===== src/mtr_pkg.sv =====
// ----------------------------------------------------------------------------
// mtr_pkg
// Shared types, constants and functions of the ranged random unit.
// ----------------------------------------------------------------------------
`timescale 1ns / 1ps

package mtr_pkg;

  localparam int STATE_WORDS = 624;
  localparam int TAP_OFFSET  = 397;
  localparam int IDX_W       = $clog2(STATE_WORDS);

  localparam logic [31:0] TWIST_MAT    = 32'h9908_b0df;
  localparam logic [31:0] HI_BIT       = 32'h8000_0000;
  localparam logic [31:0] LO_BITS      = 32'h7fff_ffff;
  localparam logic [31:0] SEED_MUL     = 32'd1812433253;
  localparam logic [31:0] TEMPER_B     = 32'h9d2c_5680;
  localparam logic [31:0] TEMPER_C     = 32'hefc6_0000;
  localparam logic [31:0] DEFAULT_SEED = 32'd5489;

  localparam logic [1:0] MODE_UNSIGNED = 2'd0;
  localparam logic [1:0] MODE_SIGNED   = 2'd1;
  localparam logic [1:0] MODE_HIT      = 2'd2;

  typedef struct packed {
    logic [1:0]  mode;
    logic [31:0] lower_bound;
    logic [31:0] upper_bound;
  } req_t;

  typedef struct packed {
    logic [31:0] value;
    logic        hit;
    logic [31:0] raw_word;
  } rsp_t;

  typedef struct packed {
    logic             shift;
    logic             seeding;
    logic [IDX_W-1:0] seed_idx;
  } chain_ctrl_t;

  function automatic logic [31:0] temper(input logic [31:0] x);
    logic [31:0] t;
    t = x ^ (x >> 11);
    t = t ^ ((t << 7) & TEMPER_B);
    t = t ^ ((t << 15) & TEMPER_C);
    t = t ^ (t >> 18);
    return t;
  endfunction

endpackage


===== src/mtr_map.sv =====
// ----------------------------------------------------------------------------
// mtr_map
// Tempers a drawn word and maps it onto the requested range in three stages.
// ----------------------------------------------------------------------------
`timescale 1ns / 1ps

module mtr_map import mtr_pkg::*; (
  input  logic        clk,
  input  logic        rst,
  input  logic        in_valid,
  input  req_t        req,
  input  logic [31:0] word,
  output logic        out_valid,
  output rsp_t        out_rsp
);

  logic [31:0] y;
  logic [31:0] lo;
  logic [31:0] hi;
  logic [31:0] diff;
  logic        swap;

  logic        v1;
  logic [31:0] y1;
  logic [31:0] lo1;
  logic [31:0] span1;
  logic        full1;
  logic [1:0]  mode1;
  logic [31:0] prob1;

  logic [63:0] prod;
  logic        v2;
  logic [31:0] y2;
  logic [31:0] lo2;
  logic [31:0] off2;
  logic [1:0]  mode2;
  logic [31:0] prob2;

  logic [31:0] val;

  always_comb begin
    y    = temper(word);
    swap = 1'b0;
    lo   = 32'd0;
    hi   = 32'd0;
    case (req.mode)
      MODE_UNSIGNED: begin
        swap = req.lower_bound > req.upper_bound;
        lo   = swap ? req.upper_bound : req.lower_bound;
        hi   = swap ? req.lower_bound : req.upper_bound;
      end
      MODE_SIGNED: begin
        swap = (req.lower_bound ^ HI_BIT) > (req.upper_bound ^ HI_BIT);
        lo   = swap ? req.upper_bound : req.lower_bound;
        hi   = swap ? req.lower_bound : req.upper_bound;
      end
      MODE_HIT: begin
        swap = req.upper_bound == 32'd0;
        lo   = swap ? 32'd0 : 32'd1;
        hi   = swap ? 32'd1 : req.upper_bound;
      end
      default: begin
        swap = 1'b0;
      end
    endcase
    diff = hi - lo;
  end

  always_ff @(posedge clk) begin
    y1    <= y;
    lo1   <= lo;
    span1 <= diff + 32'd1;
    full1 <= &diff;
    mode1 <= req.mode;
    prob1 <= req.lower_bound;
  end

  assign prod = 64'(y1) * 64'(span1);

  always_ff @(posedge clk) begin
    y2    <= y1;
    lo2   <= lo1;
    off2  <= full1 ? y1 : prod[63:32];
    mode2 <= mode1;
    prob2 <= prob1;
  end

  assign val = lo2 + off2;

  always_ff @(posedge clk) begin
    out_rsp.raw_word <= y2;
    case (mode2)
      MODE_UNSIGNED, MODE_SIGNED: begin
        out_rsp.value <= val;
        out_rsp.hit   <= 1'b0;
      end
      MODE_HIT: begin
        out_rsp.value <= val;
        out_rsp.hit   <= val <= prob2;
      end
      default: begin
        out_rsp.value <= 32'd0;
        out_rsp.hit   <= 1'b0;
      end
    endcase
  end

  always_ff @(posedge clk) begin
    if (rst) begin
      v1        <= 1'b0;
      v2        <= 1'b0;
      out_valid <= 1'b0;
    end else begin
      v1        <= in_valid;
      v2        <= v1;
      out_valid <= v2;
    end
  end

endmodule


===== config.mk =====
export PLATFORM = sky130hd
export DESIGN_NAME = mtr_map
export DESIGN_NICKNAME = d
export VERILOG_FILES = /design/src/mtr_pkg.sv /design/src/mtr_map.sv
export SDC_FILE = /design/constraint.sdc
export NUM_CORES = 2
export LEC_CHECK = 0
export ABC_AREA = 1
export BUFFER_PORTS_ARGS = -buffer_cell sky130_fd_sc_hd__buf_2
export CAP_MARGIN = 0
export CORE_UTILIZATION = 45
export CTS_BUF_LIST = sky130_fd_sc_hd__clkbuf_2 sky130_fd_sc_hd__clkbuf_4 sky130_fd_sc_hd__clkbuf_8
export DETAILED_ROUTE_END_ITERATION = 10
export GPL_ROUTABILITY_DRIVEN = 0
export PLACE_DENSITY = 0.7
export SLEW_MARGIN = 20
export SYNTH_ARGS = -nofsm -noshare
export SYNTH_HDL_FRONTEND = slang
export SYNTH_SLANG_ARGS = --single-unit

===== constraint.sdc =====
create_clock -name clk -period 19.95 [get_ports clk]
set_input_delay 0 -clock clk [delete_from_list [all_inputs] [get_ports clk]]
set_output_delay 0 -clock clk [all_outputs]
set_load 0.03 [all_outputs]

==> results.cfg <==
[placement]
detailed_place.area_mm2 = 0.0526
place_hpwl_um = 113000
post-place-ws_ns = 12.30
port_buffers = 166
dpl.cell_count = 8008

[yosys]
synth_area_leader_cell = fa_1
syn_inst = 6546
synth.most_common_cell = inv_1
synth.net_count = 7932
netlist_area_mm2 = 0.0504
synth-warning-count = 0
avgSynthCellArea_um2 = 7.70
share_of_the_yosys_chip_area_belonging_to_registers = 0.131
synth_top_area_share = 0.356
post_synth_most_frequent_cells = 1872 x inv_1, 1523 x nand2_1, 897 x fa_1
postSynth.asyncResetShare = 0
synth_edf_count = 0
ys_seq_elements = 329
dominant_cells_by_area_after_synthesis = fa_1 36%, inv_1 14%, dfxtp_1 13%
netlist-cell-type-count = 52
synthFlopType = dfxtp_1

[routing]
route.detailed.drc = 0
antenna_left = 0
drt_first_iter_violations = 3810
dr.pass1.iters = 8
wl_per_cell_um = 17.7
detail_route.wirelength_um = 146000
detailroute.via_count = 42500
post_drt_via_cell_ratio = 5.17

[grt]
antenna_found_initial = 5
total_gr_overflow = 0
maximum_number_of_pins_on_one_net_before_global_route_repair = 47
grt_pass1_wl_um = 236000
first_global_vias = 44300
globalRouteTotalUtil = 0.263

[cells_and_area]
area_growth_syn_to_layout_pct = 9.33
layout-drive-gt1-share = 0.0641
num-nets-final = 8082
final_design_area_no_fill_mm2 = 0.0551
filler_cell_count = 10500
finish.cell_count_without_fillers = 8227

[clock_network]
cts_hold_repair.buffers = 124
number_of_clock_buffers_inserted_by_tritoncts = 50
cts_sinks = 329
cts.clk_slew.worst_paths_ns = 0.08
clock_tree.htree_level_count = 2
cts_max_path_buffers = 3
clk_lat_worst_skew_ns = 0.63
clockRootBuffer = clkbuf_8
cts_tree = yes
post_cts_setup_repair_bufs = 0
cts_repair_resize_count = 0

[timing]
timing.setup.tns_ns = 0
clock-skew-final_ns = 0.0346
final-setup-viol-count = 0
slew_headroom = 0.278
timing_max_transition_violations_final = 0
hold_viol = 0
least_margin_pin_slew_ns = 1.08
portion_of_the_clock_cycle_consumed_by_the_worst_path_in_the_final_layout = 0.391
final_critical_path_setup_slack_ns = 12.16
rsz0062_at_grt = no
achievable-frequency_ghz = 0.128
final.min_clock_period_ns = 7.79

[floorplan]
top_level_ports = 167
die-width_um = 337
coreArea_mm2 = 0.111
initial_core_util = 0.455
die_height_um = 337
rows = 122
die_area_mm2 = 0.113

[setup_path]
critical_path.startpoint_type = flip-flop
endpoint_kind = flip-flop
critPathArrivalTime_ns = 8.27
crit_path_max_fanout = 19
cp.required_ns = 20.43
worst-setup-path-type = reg -> reg

[job]
cap_violations = 0

[min_path]
timing.hold.worst.class = in -> reg

[outcome]
run_status = finished, final reports clean
[registers in the layout, indices dropped and copies added, names as in the netlist]
| register | count |
|---|---|
| off2 | 32 |
| v2 | 1 |
| prob2 | 32 |
| prob1 | 32 |
| full1 | 1 |
| out_rsp | 65 |
| v1 | 1 |
| y1 | 32 |
| span1 | 32 |
| lo1 | 32 |
| lo2 | 32 |
| mode2 | 2 |
| y2 | 32 |
| out_valid | 1 |
| mode1 | 2 |
[critical path: stages, from the launching register on]
cell	delay [ns]
dfxtp_1	0.71
buf_4	0.38
nand2_1	0.08
inv_1	0.11
fa_1	0.47
fa_1	0.51
fa_1	0.52
inv_1	0.05
fa_1	0.49
inv_1	0.06
fa_1	0.48
fa_1	0.50
fa_1	0.55
fa_1	0.45
ha_1	0.33
a21oi_1	0.21
inv_1	0.07
a21oi_1	0.18
nor2_1	0.06
nor2_1	0.08
inv_1	0.08
a21oi_1	0.10
o21ai_0	0.24
a21oi_1	0.29
inv_1	0.09
or2_2	0.28
nand3_1	0.18
nand2_1	0.09
[placed cells by master (no fill, tap or decap), drive strengths merged, types with 12 or more instances in the layout]
master,count
nand3b,12
o21a,14
nor3,28
or2,13
nand3,136
nand4,48
a21oi,264
a221oi,23
o22ai,51
ha,388
a31oi,16
dfxtp,329
nand2,1549
xnor2,42
o21ai,133
fa,897
nor4,18
inv,1891
nor2,301
dlygate4sd3,124
o21bai,14
xor2,86
clkbuf,75
buf,227
[routing by layer]
metal  wire, µm  vias up  share of wire  GRT usage
met5         22        -        0.00015          0
met4       6080        4          0.042     0.0989
met3      11800      418          0.081     0.0351
met2      69300     1911           0.47      0.442
met1      58700    20900           0.40      0.344
li1           -    19300              -          -
[metrics by stage]
stage,util,hold WS (ns)
2_1_floorplan,-,0.0277
3_3_place_gp,0.475,0.146
4_1_cts,0.497,0.0102
5_1_grt,0.497,0.0636
6_report,0.497,0.0400
3_5_place_dp,0.475,0.144
[cells by family (layout without fill, tap and decap cells)]
family,Yosys count,after routing,synth area share
other,0,2,0
buffers and inverters,2143,2334,0.160
and+or+nand+nor,2112,2112,0.171
adders and majority gates,1285,1285,0.453
DFF,329,329,0.131
xor gates and xnor gates,128,128,0.0224
AOI/OAI and AO/OA,549,549,0.0631
[worst paths after layout]
| kind | start | cells past startpoint | to | slack (ns) |
|---|---|---|---|---|
| min reg2reg | prob1[19] | 0 | prob2[19] | 0.32 |
| min | req[31] | 5 | lo1[31] | 0.04 |
| max | span1[6] | 27 | off2[2] | 12.16 |
| max reg2reg | span1[6] | 27 | off2[2] | 12.16 |
[layout make-up]
class / instances / area, µm² / share of cell area
flip-flops and latches: 329 / 6600 / 0.120
clock buffers: 75 / 957 / 0.0174
multi-input cells: 4074 / 35700 / 0.649
diodes: 2 / 5.00 / 0.0000908
well taps: 1488 / 1860 / 0.0338
inverters: 1890 / 7090 / 0.129
repair buffers: 351 / 2530 / 0.0459
clock inverters: 18 / 304 / 0.00552
Power is left out: the tool's default activity adds up to more than one toggle a clock period on the data nets, which glitch-free logic cannot reach.
